## src/sv/mrtu_pkg.sv

```systemverilog
// ----------------------------------------------------------------------------
// mrtu_pkg: shared types, constants and CRC helper
// Phase codes, register indexes, result layout and the CRC-16 byte update
// used by the request receiver.
// ----------------------------------------------------------------------------
package mrtu_pkg;

  // Default frame geometry
  localparam int FRAME_LIMIT_DEF = 20;
  localparam int DATA_MAX_DEF    = 10;

  // Configuration register indexes
  localparam logic REG_DEVICE_ID = 1'b0;
  localparam logic REG_GAP_LIMIT = 1'b1;

  // Configuration reset values
  localparam logic [6:0] DEVICE_ID_RST = 7'd1;
  localparam logic [7:0] GAP_LIMIT_RST = 8'd100;

  // CRC-16 parameters (reflected polynomial)
  localparam logic [15:0] CRC_INIT = 16'hFFFF;
  localparam logic [15:0] CRC_POLY = 16'hA001;

  // Function codes
  localparam logic [7:0] FC_READ_COILS  = 8'd1;
  localparam logic [7:0] FC_READ_HOLD   = 8'd3;
  localparam logic [7:0] FC_WRITE_COIL  = 8'd5;
  localparam logic [7:0] FC_WRITE_REG   = 8'd6;
  localparam logic [7:0] FC_WRITE_COILS = 8'd15;

  // Number of data bytes visible on the outputs
  localparam int COIL_BYTES = 10;

  // Parser phases
  localparam logic [3:0] PH_ADDR = 4'd0;
  localparam logic [3:0] PH_FUNC = 4'd1;
  localparam logic [3:0] PH_AHI  = 4'd2;
  localparam logic [3:0] PH_ALO  = 4'd3;
  localparam logic [3:0] PH_VHI  = 4'd4;
  localparam logic [3:0] PH_VLO  = 4'd5;
  localparam logic [3:0] PH_CLO  = 4'd6;
  localparam logic [3:0] PH_CHI  = 4'd7;
  localparam logic [3:0] PH_BCNT = 4'd8;
  localparam logic [3:0] PH_DATA = 4'd9;

  typedef struct packed {
    logic [6:0] device_id;
    logic [7:0] gap_limit_ms;
  } cfg_t;

  // Decoded request, last field in the lowest bits
  typedef struct packed {
    logic [15:0] coil_bits_high;
    logic [63:0] coil_bits_low;
    logic [3:0]  data_length;
    logic [15:0] count_or_value;
    logic [15:0] first_address;
    logic [3:0]  func_code;
  } res_t;

  // Fold one byte into the running CRC, one bit per step
  function automatic logic [15:0] mrtu_crc_byte(input logic [15:0] crc_in,
                                                input logic [7:0]  data);
    logic [15:0] crc;
    crc = crc_in ^ {8'h00, data};
    for (int k = 0; k < 8; k++) begin
      if (crc[0]) begin
        crc = (crc >> 1) ^ CRC_POLY;
      end else begin
        crc = crc >> 1;
      end
    end
    return crc;
  endfunction

endpackage

```

## src/sv/mrtu_parser.sv

```systemverilog
// ----------------------------------------------------------------------------
// mrtu_parser: byte-wise frame parser
// Tracks the frame phase, running CRC and held fields; flags a decoded
// request in the cycle the last CRC byte is stepped in.
// ----------------------------------------------------------------------------
module mrtu_parser #(
  parameter int FRAME_LIMIT = mrtu_pkg::FRAME_LIMIT_DEF,
  parameter int DATA_MAX    = mrtu_pkg::DATA_MAX_DEF
) (
  input  logic            clk_i,
  input  logic            rst_ni,
  input  mrtu_pkg::cfg_t  cfg_i,
  input  logic            step_i,
  input  logic [7:0]      rx_byte_i,
  input  logic [7:0]      gap_ms_i,
  output logic            hit_o,
  output mrtu_pkg::res_t  res_o
);
  import mrtu_pkg::*;

  localparam int FB_W    = $clog2(FRAME_LIMIT + 1);
  localparam int FILL_W  = $clog2(DATA_MAX + 1);
  localparam int STORE_D = (DATA_MAX < COIL_BYTES) ? DATA_MAX : COIL_BYTES;

  logic [3:0]        phase_q, phase_d, phase_v;
  logic [FB_W-1:0]   fbytes_q, fbytes_d, fbytes_v;
  logic [15:0]       crc_q, crc_d, crc_upd;
  logic [3:0]        func_q, func_d;
  logic [15:0]       addr_q, addr_d;
  logic [15:0]       value_q, value_d;
  logic [FILL_W-1:0] decl_q, decl_d;
  logic [FILL_W-1:0] fill_q, fill_d, fill_inc;
  logic [7:0]        fcrc_lo_q, fcrc_lo_d;
  logic              store_we;
  logic [7:0]        store_q [STORE_D];
  logic [7:0]        coil_byte [COIL_BYTES];

  assign crc_upd  = mrtu_crc_byte(crc_q, rx_byte_i);
  assign fill_inc = fill_q + FILL_W'(1);

  // Next-state logic for one received byte
  always_comb begin
    phase_d   = phase_q;
    fbytes_d  = fbytes_q;
    crc_d     = crc_q;
    func_d    = func_q;
    addr_d    = addr_q;
    value_d   = value_q;
    decl_d    = decl_q;
    fill_d    = fill_q;
    fcrc_lo_d = fcrc_lo_q;
    phase_v   = phase_q;
    fbytes_v  = fbytes_q;
    store_we  = 1'b0;
    hit_o     = 1'b0;

    // Drop back to address hunt on a long idle gap
    if (gap_ms_i > cfg_i.gap_limit_ms) begin
      phase_v  = PH_ADDR;
      fbytes_v = '0;
    end

    // Count frame bytes and abort an overlong frame
    if (phase_v != PH_ADDR) begin
      fbytes_v = fbytes_v + FB_W'(1);
      if (fbytes_v >= FB_W'(FRAME_LIMIT)) begin
        phase_v  = PH_ADDR;
        fbytes_v = '0;
      end
    end

    phase_d  = phase_v;
    fbytes_d = fbytes_v;

    case (phase_v)
      PH_ADDR: begin
        if (rx_byte_i == {1'b0, cfg_i.device_id}) begin
          crc_d     = mrtu_crc_byte(CRC_INIT, rx_byte_i);
          fbytes_d  = FB_W'(1);
          func_d    = '0;
          addr_d    = '0;
          value_d   = '0;
          decl_d    = '0;
          fill_d    = '0;
          fcrc_lo_d = '0;
          phase_d   = PH_FUNC;
        end
      end
      PH_FUNC: begin
        crc_d  = crc_upd;
        func_d = rx_byte_i[3:0];
        if (rx_byte_i == FC_READ_COILS || rx_byte_i == FC_READ_HOLD ||
            rx_byte_i == FC_WRITE_COIL || rx_byte_i == FC_WRITE_REG ||
            rx_byte_i == FC_WRITE_COILS) begin
          phase_d = PH_AHI;
        end else begin
          phase_d = PH_ADDR;
        end
      end
      PH_AHI: begin
        crc_d   = crc_upd;
        addr_d  = {rx_byte_i, addr_q[7:0]};
        phase_d = PH_ALO;
      end
      PH_ALO: begin
        crc_d   = crc_upd;
        addr_d  = {addr_q[15:8], rx_byte_i};
        phase_d = PH_VHI;
      end
      PH_VHI: begin
        crc_d   = crc_upd;
        value_d = {rx_byte_i, value_q[7:0]};
        phase_d = PH_VLO;
      end
      PH_VLO: begin
        crc_d   = crc_upd;
        value_d = {value_q[15:8], rx_byte_i};
        phase_d = (func_q == FC_WRITE_COILS[3:0]) ? PH_BCNT : PH_CLO;
      end
      PH_BCNT: begin
        crc_d  = crc_upd;
        decl_d = FILL_W'(rx_byte_i);
        fill_d = '0;
        if (rx_byte_i > 8'(DATA_MAX)) begin
          phase_d = PH_ADDR;
        end else if (rx_byte_i == 8'd0) begin
          phase_d = PH_CLO;
        end else begin
          phase_d = PH_DATA;
        end
      end
      PH_DATA: begin
        crc_d    = crc_upd;
        store_we = 1'b1;
        fill_d   = fill_inc;
        if (fill_inc >= decl_q) begin
          phase_d = PH_CLO;
        end
      end
      PH_CLO: begin
        fcrc_lo_d = rx_byte_i;
        phase_d   = PH_CHI;
      end
      PH_CHI: begin
        phase_d  = PH_ADDR;
        fbytes_d = '0;
        hit_o    = ({rx_byte_i, fcrc_lo_q} == crc_q);
      end
      default: begin
        phase_d  = PH_ADDR;
        fbytes_d = '0;
      end
    endcase
  end

  // Parser state registers
  always_ff @(posedge clk_i or negedge rst_ni) begin
    if (!rst_ni) begin
      phase_q   <= PH_ADDR;
      fbytes_q  <= '0;
      crc_q     <= CRC_INIT;
      func_q    <= '0;
      addr_q    <= '0;
      value_q   <= '0;
      decl_q    <= '0;
      fill_q    <= '0;
      fcrc_lo_q <= '0;
    end else if (step_i) begin
      phase_q   <= phase_d;
      fbytes_q  <= fbytes_d;
      crc_q     <= crc_d;
      func_q    <= func_d;
      addr_q    <= addr_d;
      value_q   <= value_d;
      decl_q    <= decl_d;
      fill_q    <= fill_d;
      fcrc_lo_q <= fcrc_lo_d;
    end
  end

  // Data byte store, one entry per visible byte up to DATA_MAX
  for (genvar k = 0; k < STORE_D; k++) begin : g_store
    always_ff @(posedge clk_i) begin
      if (step_i && store_we && fill_q == FILL_W'(k)) begin
        store_q[k] <= rx_byte_i;
      end
    end
  end

  // Mask bytes at or beyond the fill count
  for (genvar k = 0; k < COIL_BYTES; k++) begin : g_coil
    if (k < STORE_D) begin : g_on
      assign coil_byte[k] = (fill_q > FILL_W'(k)) ? store_q[k] : 8'h00;
    end else begin : g_off
      assign coil_byte[k] = 8'h00;
    end
  end

  assign res_o.func_code      = func_q;
  assign res_o.first_address  = addr_q;
  assign res_o.count_or_value = value_q;
  assign res_o.data_length    = 4'(fill_q);
  assign res_o.coil_bits_low  = {coil_byte[7], coil_byte[6], coil_byte[5], coil_byte[4],
                                 coil_byte[3], coil_byte[2], coil_byte[1], coil_byte[0]};
  assign res_o.coil_bits_high = {coil_byte[9], coil_byte[8]};

endmodule

```

## src/sv/modbus_rtu_request_receiver_unit.sv

```systemverilog
// ----------------------------------------------------------------------------
// modbus_rtu_request_receiver_unit: RTU request receiver, slave side
// A request enters the result register as its last CRC byte steps from the
// input register into the parser. Throughput: one byte per cycle while the
// result register is free or drained, set by the CRC and phase update.
// Reset: asynchronous, active low; parser idles hunting for an address,
// device id 1, gap limit 100 ms.
// ----------------------------------------------------------------------------
module modbus_rtu_request_receiver_unit #(
  parameter int FRAME_LIMIT = mrtu_pkg::FRAME_LIMIT_DEF,
  parameter int DATA_MAX    = mrtu_pkg::DATA_MAX_DEF
) (
  input  logic         clk_i,
  input  logic         rst_ni,
  // Configuration write port
  input  logic         cfg_we_i,
  input  logic         cfg_index_i,
  input  logic [7:0]   cfg_data_i,
  // Byte stream in
  input  logic         s_axis_tvalid_i,
  output logic         s_axis_tready_o,
  input  logic [15:0]  s_axis_tdata_i,   // rx_byte[7:0], gap_ms[15:8]
  // Request stream out
  output logic         m_axis_tvalid_o,
  input  logic         m_axis_tready_i,
  output logic [119:0] m_axis_tdata_o    // func_code[3:0], first_address[19:4],
                                         // count_or_value[35:20],
                                         // data_length[39:36],
                                         // coil_bits_low[103:40],
                                         // coil_bits_high[119:104]
);
  import mrtu_pkg::*;

  cfg_t       cfg_q;
  logic       in_valid_q;
  logic [7:0] in_byte_q;
  logic [7:0] in_gap_q;
  logic       res_valid_q;
  res_t       res_q;
  logic       advance;
  logic       step;
  logic       hit;
  res_t       res;

  // Move forward whenever the result register is free or drained
  assign advance         = !res_valid_q || m_axis_tready_i;
  assign step            = in_valid_q && advance;
  assign s_axis_tready_o = advance;

  // Configuration registers
  always_ff @(posedge clk_i or negedge rst_ni) begin
    if (!rst_ni) begin
      cfg_q.device_id    <= DEVICE_ID_RST;
      cfg_q.gap_limit_ms <= GAP_LIMIT_RST;
    end else if (cfg_we_i) begin
      case (cfg_index_i)
        REG_DEVICE_ID: cfg_q.device_id    <= cfg_data_i[6:0];
        REG_GAP_LIMIT: cfg_q.gap_limit_ms <= cfg_data_i;
        default: ;
      endcase
    end
  end

  // Input register
  always_ff @(posedge clk_i or negedge rst_ni) begin
    if (!rst_ni) begin
      in_valid_q <= 1'b0;
    end else if (advance) begin
      in_valid_q <= s_axis_tvalid_i;
    end
  end

  always_ff @(posedge clk_i) begin
    if (advance && s_axis_tvalid_i) begin
      in_byte_q <= s_axis_tdata_i[7:0];
      in_gap_q  <= s_axis_tdata_i[15:8];
    end
  end

  mrtu_parser #(
    .FRAME_LIMIT (FRAME_LIMIT),
    .DATA_MAX    (DATA_MAX)
  ) u_parser (
    .clk_i     (clk_i),
    .rst_ni    (rst_ni),
    .cfg_i     (cfg_q),
    .step_i    (step),
    .rx_byte_i (in_byte_q),
    .gap_ms_i  (in_gap_q),
    .hit_o     (hit),
    .res_o     (res)
  );

  // Result register
  always_ff @(posedge clk_i or negedge rst_ni) begin
    if (!rst_ni) begin
      res_valid_q <= 1'b0;
    end else if (advance) begin
      res_valid_q <= step && hit;
    end
  end

  always_ff @(posedge clk_i) begin
    if (step && hit) begin
      res_q <= res;
    end
  end

  assign m_axis_tvalid_o = res_valid_q;
  assign m_axis_tdata_o  = res_q;

endmodule

```

## config.mk

```make
export PLATFORM = sky130hd
export DESIGN_NAME = modbus_rtu_request_receiver_unit
export DESIGN_NICKNAME = d
export VERILOG_FILES = /design/src/sv/mrtu_pkg.sv /design/src/sv/mrtu_parser.sv /design/src/sv/modbus_rtu_request_receiver_unit.sv
export SDC_FILE = /design/constraint.sdc
export NUM_CORES = 1
export LEC_CHECK = 0
export BUFFER_PORTS_ARGS = -buffer_cell sky130_fd_sc_hd__buf_2
export CORE_MARGIN = 2
export CORE_UTILIZATION = 45
export CTS_CLUSTER_SIZE = 28
export DETAILED_ROUTE_END_ITERATION = 8
export PLACE_DENSITY_LB_ADDON = 0.05
export SYNTH_ARGS = -nofsm -noshare
export SYNTH_HDL_FRONTEND = slang
export SYNTH_SLANG_ARGS = --single-unit
```

## constraint.sdc

```tcl
create_clock -name clk_i -period 6.6 [get_ports clk_i]
set_input_delay 0.66 -clock clk_i [delete_from_list [all_inputs] [get_ports clk_i]]
set_output_delay 0.66 -clock clk_i [all_outputs]
set_load 0.05 [all_outputs]
```

==> results of run 1 <==
## sequential cells by signal (all words and copies together) (netlist names)
register            flops
m_axis_tdata_o        120
u_parser.store_q       80
u_parser.addr_q        16
u_parser.crc_q         16
u_parser.value_q       16
cfg_q                  15
in_byte_q               8
in_gap_q                8
u_parser.fcrc_lo_q      8
u_parser.fbytes_q       5
u_parser.decl_q         4
u_parser.fill_q         4
u_parser.func_q         4
u_parser.phase_q        4
in_valid_q              1
m_axis_tvalid_o         1
## power by group through the flow
stage / logic (mW) / clock network (mW) / registers [mW]
floorplan: 0.568 / 0 / 2.35
global placement: 0.718 / 0 / 2.38
detailed placement: 0.721 / 0 / 2.39
CTS: 0.725 / 1.80 / 2.35
global route: 0.801 / 1.87 / 2.36
finish: 0.713 / 1.75 / 2.35
## Yosys cell counts, drive strengths merged, types with 22 or more instances
master | n | area, um2
a22o | 26 | 228
and2 | 32 | 200
dfrtp | 74 | 1850
edfxtp | 216 | 6490
ha | 28 | 350
inv | 33 | 124
mux2 | 24 | 270
nand2 | 72 | 270
nor2 | 29 | 119
nor2b | 64 | 400
o21ai | 22 | 118
xnor2 | 36 | 315
## cell families after synthesis
group / Yosys count / synth area share, %
flops: 310 / 69.2
simple gates: 272 / 11.5
mux: 38 / 3.20
xor+xnor: 56 / 4.16
buf+inv: 68 / 2.28
compound gates: 117 / 6.87
fa+ha+maj: 29 / 2.81
## stage by stage
stage | area, um2 | util (%) | instances | total power [mW]
after detailed placement | 14000 | 50.1 | 1397 | 3.11
after global routing | 15000 | 53.8 | 1459 | 5.04
after global placement | 14000 | 50.1 | 1397 | 3.10
after floorplan | 12800 | - | 890 | 2.92
final | 15000 | 53.8 | 1459 | 4.81
after CTS | 15000 | 53.8 | 1459 | 4.87
## path summary, 6_finish.rpt
check                      slack [ns]  cells after the start                   to                 from
min                              0.14                      1  u_parser.value_q[5]               rst_ni
max in group asynchronous        5.36                      2   u_parser.func_q[0]               rst_ni
min in group clk_i               0.32                      1         in_byte_q[6]    s_axis_tdata_i[6]
max reg2reg                      1.62                     15   m_axis_tdata_o[75]             cfg_q[5]
max                              1.62                     15   m_axis_tdata_o[75]             cfg_q[5]
min reg2reg                      0.44                      0   m_axis_tdata_o[19]  u_parser.addr_q[15]
## worst max-delay path: stages, from the launching register on
cell and delay (ns):
dfstp_2 0.52, inv_1 0.04, ha_1 0.30, nand4_1 0.19
nor2_1 0.11, a211o_1 0.38, and3_1 0.26, ha_1 0.28
a21bo_2 0.26, o21ai_0 0.09, a21boi_1 0.24, nand3_2 0.40
nor2_1 0.24, nand4_1 0.20, inv_4 0.59, buf_4 0.45
## layout make-up
type / count / area (um2)
tap: 378 / 473
multi-input combinational: 512 / 3660
clock buffer: 41 / 908
timing repair buffer: 164 / 856
fill: 2360 / 12900
clock inverter: 21 / 136
inverter: 33 / 126
sequential: 310 / 8860
## metal layers
layer | global-route usage [%] | vias to the layer above
li1 | - | 3555
met1 | 24.8 | 3549
met2 | 30.0 | 154
met3 | 3.25 | 42
met4 | 5.05 | 0
met5 | 0 | -
==> results.cfg, run 1 <==
[outcome]
outcome = complete, no violations

[floorplan]
pin_count = 152
die-area_um2 = 29800
die_h_um = 173
start_util_pct = 45.9
rows = 61
fp.coreArea_um2 = 27900
die_width_um = 173

[sta]
setup_viol = 0
tns_ns = 0
hold_slack_ns = 0.141
drv_slew = 0
setup_ws_ns = 1.62
rsz0062_at_grt = no
slew_headroom_pct = 25.2
fin_crit_ns = 4.98
tightest_slew_ns = 1.11
fmax_ghz = 0.201
timing.final.crit_share_pct = 75.4
final-hold-violation-count = 0
finClkSkew_ns = 0.0175

[finish]
area_growth_pct = 17.3
final_common_cell = edfxtp_1
antenna_cells = 0
nNetsFinal = 1113
layout_common_cells = 216 x edfxtp_1, 150 x buf_2, 74 x dfrtp_1, 72 x nand2_1, 64 x nor2b_1
drive_gt1_share_pct = 25.4

[power_and_ir_drop]
powerDensity_nw_per_um2 = 320
leakagePower_nw = 5.96
combinationalPowerShare_pct = 14.8
p_seq_share_pct = 48.8
intPower_mw = 3.57
switching_share_pct = 25.9
clock_power_share_pct = 36.4
ir_drop_mv = 0.158
p_switching_mw = 1.24

[grt]
grt_pass1_vias = 7439
grt_antenna_before_repair = 0
grt_max_degree = 58
grt_pass1_wl_um = 42400
overflow = 0
grt_use_total_pct = 18.1

[synth]
synth_edf_count = 216
avgSynthCellArea_um2 = 14.4
synthesis.nets = 948
ys_types = 69
synth_seq_area_share_pct = 69.2
synth_cells = 890
yosysWarningCount = 0
dominantRegCellSynth = edfxtp_1
ys_async_sr_fraction_pct = 30.3
ys_ff_latch = 310
syn_area_um2 = 12800

[place]
routabilityCongestion = 0.816
dp_hpwl_um = 17300
pre_cts_slack_ns = 1.60
io_buffers = 151

[routing]
vias = 7300
wl_met2_um = 12900
routed_wl_um = 26800
m1WireLength_um = 12200
vias_per_cell = 5.00
drc = 0
top_layer = met4
detail-route-antenna-nets = 0
dr.pass1.iters = 4
wl_met3_um = 1070
wl_per_cell_um = 18.4
first_iter_violations = 455

[setup_path]
worstPathMaxFanout = 57
worstSetupStartpointType = flop
path_class = reg -> reg
endpoint_kind = flop
cp_data_arrival_time_ns = 5.16
cp.required_ns = 6.78

[clock_tree]
post_cts_buffers = 0
cts_buffer_depth = 3
clk_latency_ns = 0.51
cts.sinks = 310
clkSlewWorstSetupHoldPaths_ns = 0.06
cts_resized = 0
holdBufCountCts = 0
htreeDepth = 2
cts_tree = done
numCtsBuffers = 34
root_buffer = clkbuf_16

[hold_path]
worstHoldPathType = in -> async

[flow_run]
cap_violations = 0
(Power assumes the default switching activity.)
==> run 2: changes to the inputs <==
- ABC_AREA: unset -> 1
- clock period: 6.6 -> 5.2 ns (I/O delays scaled with it)
==> results.cfg, run 2 <==
[setup_path]
crit_path_end = u_parser.store_q[9][0]
worstSetupPathDepth = 20
cp_cell_sequence = inv_1, ha_1, a21oi_1, nor2_1, nor2_1, nand2_2, nand2_4, inv_2, nor2_1, ha_1, inv_1, o311ai_0, nand2_2, nand2_4, nand3_1, nor2_2, inv_1, nor2_2, inv_2, nor2_1
r2r_setup_slack_ns = 0.86
reg2reg_to = u_parser.store_q[9][0]
slowest_stage = dfstp_2
cpMostUsedCell = nor2_1
r2r-start = cfg_q[5]
cp.required_ns = 5.34
path_buf_inv = 5
r2r_cells = 20
slowest_delay_ns = 0.53
path_class = reg -> reg
worstPathMaxFanout = 14
crit_path_start = cfg_q[5]
cp_top_family = simple AND/OR/NAND/NOR gates
endpoint_kind = flop
cp_data_arrival_time_ns = 4.48
worstSetupStartpointType = flop

[hold_path]
worstHoldPathType = in -> async

[finish]
drive_gt1_share_pct = 21.6
largest_reg_flops = 120
final_core_util_pct = 53.7
layout_common_cells = 216 x edfxtp_1, 201 x nand2_1, 169 x inv_1, 150 x buf_2, 112 x nor2_1
layout.cells.non_filler = 1711
antenna_cells = 0
register_area_um2 = 8860
nNetsFinal = 1359
final_common_cell = edfxtp_1
area_growth_pct = 18.0
multi_input_area_um2 = 3310
nFillCells = 2528

[clock_tree]
cts_resized = 0
root_buffer = clkbuf_16
cts.sinks = 310
numCtsBuffers = 34
post_cts_buffers = 0
holdBufCountCts = 0
clkSlewWorstSetupHoldPaths_ns = 0.06
clk_latency_ns = 0.51
cts_buffer_depth = 3
htreeDepth = 2
cts_tree = done

[routing]
vias_per_cell = 4.87
drc = 0
wl_per_cell_um = 17.0
top_layer = met4
detail-route-antenna-nets = 0
wl_met2_um = 13900
routed_wl_um = 29100
m1WireLength_um = 12900
wl_met3_um = 1570
vias = 8341
first_iter_violations = 473
dr.pass1.iters = 5

[synth]
yosysMostFrequentCell = edfxtp_1
netlist_top_cells_area = edfxtp_1 50%, dfrtp_1 14%, nand2_1 5.8%
ys_types = 52
synth_seq_area_share_pct = 68.2
syn_area_um2 = 13000
yosysWarningCount = 0
ys_async_sr_fraction_pct = 30.3
dominantRegCellSynth = edfxtp_1
synth_top_area_share_pct = 49.9
ys_top_cells_by_count = 216 x edfxtp_1, 201 x nand2_1, 169 x inv_1
synth_edf_count = 216
synthesis.nets = 1177
avgSynthCellArea_um2 = 11.6
ys_ff_latch = 310
synth_cells = 1119
yosys.area.top_type = edfxtp_1

[place]
routabilityCongestion = 0.891
dp_hpwl_um = 19300
io_buffers = 151
dp.cells = 1649

[flow_run]
cap_violations = 0

[outcome]
outcome = complete, no violations

[sta]
finClkSkew_ns = 0.00839
final-hold-violation-count = 0
drv_slew = 0
setup_viol = 0
timing.final.crit_share_pct = 83.5
tightest_slew_ns = 0.861
rsz0062_at_grt = no
tns_ns = 0
slew_headroom_pct = 42.3
fin_crit_ns = 4.34
fmax_ghz = 0.230

[floorplan]
die_h_um = 174
pin_count = 152
fp.coreArea_um2 = 28500
die-area_um2 = 30200
rows = 62
start_util_pct = 45.5
die_width_um = 174

[grt]
grt_pass1_vias = 8089
overflow = 0
grt_antenna_before_repair = 0
grt_max_degree = 65
grt_use_total_pct = 19.3
grt_pass1_wl_um = 45600

[power_and_ir_drop]
leakagePower_nw = 6.83
powerDensity_nw_per_um2 = 397
ir_drop_mv = 0.225
## run 2: changes by cell type after synthesis, moves of 12 or more
cell | previous run | this run
a22o_1 | 26 | 0
and2_1 | 32 | 0
inv_1 | 33 | 169
mux2_2 | 21 | 0
mux2i_1 | 14 | 0
nand2_1 | 72 | 201
nand3_1 | 12 | 50
nor2_1 | 27 | 113
nor2b_1 | 64 | 0
nor3_1 | 18 | 6
o21ai_0 | 16 | 40
xnor2_1 | 36 | 17
## run 2: cell type report
type | count | share of cell area, %
clock buffer | 39 | 5.81
inverter | 176 | 4.36
multi-input combinational | 605 | 21.6
timing repair buffer | 174 | 6.23
sequential | 310 | 57.8
tap | 384 | 3.13
clock inverter | 23 | 1.05
## run 2: kinds of logic after synthesis
family          synth area share (%)
simple gates                    13.9
buf+inv                         6.32
fa+ha+maj                       2.70
xor+xnor                        2.83
flops                           68.2
compound gates                  5.98
## run 2: how the worst min path moves through the flow
| stage | to | from | slack [ns] |
|---|---|---|---|
| 2_1_floorplan | cfg_q[0] | rst_ni | 0.22 |
| 3_3_place_gp | m_axis_tdata_o[25] | u_parser.value_q[5] | 0.43 |
| 4_1_cts | u_parser.phase_q[2] | rst_ni | 0.03 |
| 3_5_place_dp | m_axis_tdata_o[1] | u_parser.func_q[1] | 0.43 |
| 6_report | u_parser.value_q[2] | rst_ni | 0.02 |
| 5_1_grt | u_parser.value_q[2] | rst_ni | 0.05 |
## run 2: metal layers
metal / vias to the layer above / track usage, %
met5: - / 0
met4: 0 / 5.53
met3: 53 / 3.24
met2: 253 / 32.0
met1: 3945 / 26.5
li1: 4090 / -
## run 2: through the flow
stage	total power, mW	area [um2]	hold slack [ns]	setup WS, ns
floorplan	3.62	13000	0.224	0.228
detailed placement	3.87	14300	0.431	0.849
CTS	6.15	15300	0.0314	0.842
global placement	3.87	14300	0.434	1.02
finish	6.09	15300	0.0191	0.858
global route	6.38	15300	0.0518	0.365
## run 2: where the power goes
group          internal (mW)  total (mW)  leakage [nW]  switching (mW)
clock network           1.29        2.26         0.517           0.967
logic                  0.297       0.813          3.15           0.516
registers               2.88        3.01          3.16           0.129
==> run 3: changes to the inputs <==
- clock period: 5.2 -> 4.11 ns (I/O delays scaled with it)
==> results.cfg, run 3 (synthesis gave the netlist of run 2 again) <==
[place]
pre_cts_slack_ns = 0.239
dp_hpwl_um = 20100
io_buffers = 151
routabilityCongestion = 0.880

[floorplan]
rows = 62
pin_count = 152
fp.coreArea_um2 = 28500
die-area_um2 = 30200
die_h_um = 174
start_util_pct = 45.5
die_width_um = 174

[grt]
grt_pass1_vias = 8033
grt_use_total_pct = 19.8
grt_pass1_wl_um = 46200
grt_antenna_before_repair = 0
grt_max_degree = 71
overflow = 0

[sta]
finClkSkew_ns = 0.0151
setup_viol = 0
final-hold-violation-count = 0
timing.final.crit_share_pct = 90.9
drv_slew = 0
setup_ws_ns = 0.373
tightest_slew_ns = 0.972
slew_headroom_pct = 35.2
fin_crit_ns = 3.74
fmax_ghz = 0.268

[finish]
final_common_cell = edfxtp_1
nNetsFinal = 1367
largest_reg_flops = 120
final_core_util_pct = 54.3
area_growth_pct = 19.3
drive_gt1_share_pct = 22.7
layout_common_cells = 216 x edfxtp_1, 200 x nand2_1, 165 x inv_1, 150 x buf_2, 111 x nor2_1
antenna_cells = 0

[power_and_ir_drop]
ir_drop_mv = 0.303
powerDensity_nw_per_um2 = 502
clock_power_share_pct = 37.7
p_seq_share_pct = 49.0
intPower_mw = 5.76
switching_share_pct = 26.1
p_switching_mw = 2.03
combinationalPowerShare_pct = 13.4
leakagePower_nw = 6.87

[routing]
vias_per_cell = 4.86
vias = 8347
dr.pass1.iters = 5
wl_per_cell_um = 17.2
detail-route-antenna-nets = 0
routed_wl_um = 29500
drc = 0
first_iter_violations = 531

[setup_path]
cp.required_ns = 4.34
worstPathMaxFanout = 14
cp_data_arrival_time_ns = 3.97
endpoint_kind = flop
r2r-start = cfg_q[5]
r2r_cells = 20
path_class = reg -> reg
r2r_setup_slack_ns = 0.37
worstSetupStartpointType = flop
reg2reg_to = u_parser.store_q[1][7]

[clock_tree]
clk_latency_ns = 0.52
cts_tree = done
clkSlewWorstSetupHoldPaths_ns = 0.06
htreeDepth = 2
cts_buffer_depth = 3
cts.sinks = 310
root_buffer = clkbuf_16
numCtsBuffers = 34
post_cts_buffers = 0

[flow_run]
cap_violations = 0

[outcome]
outcome = complete, no violations

[hold_path]
worstHoldPathType = in -> async
-- run 3: changes by cell type in the layout (fill, tap and decap cells not counted), moves of 2 or more --
cell	delta
nor3_2	+2
nand3_2	+2
inv_2	+3
buf_4	+7
clkinv_2	-5
nor3_1	-2
ha_1	-2
ha_4	+2
nand3_1	-2
clkbuf_1	+3
clkbuf_8	+2
inv_1	-4
-- run 3: per-layer routing --
| layer | vias up | share of wire, % | global-route usage (%) |
|---|---|---|---|
| li1 | 4101 | - | - |
| met1 | 3976 | 45 | 27.8 |
| met2 | 219 | 48 | 32.1 |
| met3 | 51 | 5.2 | 3.26 |
| met4 | 0 | 2.1 | 5.46 |
| met5 | - | 0 | 0 |
-- run 3: power groups by stage --
stage / combinational (mW) / clock [mW] / sequential, mW
finish: 1.04 / 2.93 / 3.81
global route: 1.18 / 3.11 / 3.84
CTS: 1.05 / 3.00 / 3.82
detailed placement: 1.04 / 0 / 3.88
global placement: 1.04 / 0 / 3.87
floorplan: 0.783 / 0 / 3.81
-- run 3: timing repair --
item,CTS,global route
resized for setup,0,3
hold buffers,0,0
setup endpoints to repair,0,22
endpoints found under the hold margin,0,0
-- run 3: worst max path at each step --
stage / slack (ns) / endpoint / cells after the start / start
floorplan: -0.51 / m_axis_tdata_o[0] / 19 / cfg_q[6]
global placement: 0.37 / u_parser.store_q[3][3] / 21 / cfg_q[5]
detailed placement: 0.24 / u_parser.store_q[3][2] / 20 / cfg_q[5]
CTS: 0.22 / u_parser.store_q[3][2] / 20 / cfg_q[5]
global route: -0.005 / u_parser.store_q[1][4] / 20 / cfg_q[5]
finish: 0.37 / u_parser.store_q[1][7] / 20 / cfg_q[5]
-- run 3: cell type report --
class                      count  area (um2)
fill                        2571       13000
sequential                   310        8860
multi-input combinational    605        3380
timing repair buffer         182        1030
clock buffer                  44         930
inverter                     176         671
tap                          384         480
clock inverter                17         145
-- run 3: worst max-delay path: stages, from the launching register on --
cell      delay [ns]
dfstp_2         0.54
inv_2           0.05
ha_4            0.25
nand2_1         0.06
nor2_2          0.14
nand4_2         0.14
nand2_4         0.19
inv_4           0.07
nor2_4          0.12
ha_4            0.15
inv_2           0.04
o311ai_2        0.22
nand2_2         0.13
nand2_4         0.21
nand3_1         0.15
nor2_2          0.14
inv_1           0.08
nor2_2          0.18
inv_2           0.14
nor3_1          0.21
buf_4           0.22
-- run 3: metrics by stage --
step                      instance area (um2)  hold slack [ns]  cells  power [mW]  TNS (ns)
after floorplan                         13100            0.115   1119        4.59    -61.33
after global placement                  14400            0.431   1657        4.91         0
after detailed placement                14400            0.432   1657        4.92         0
after CTS                               15500           0.0479   1718        7.86         0
after global routing                    15500           0.0584   1718        8.14   -0.0350
final                                   15500           0.0137   1718        7.79         0
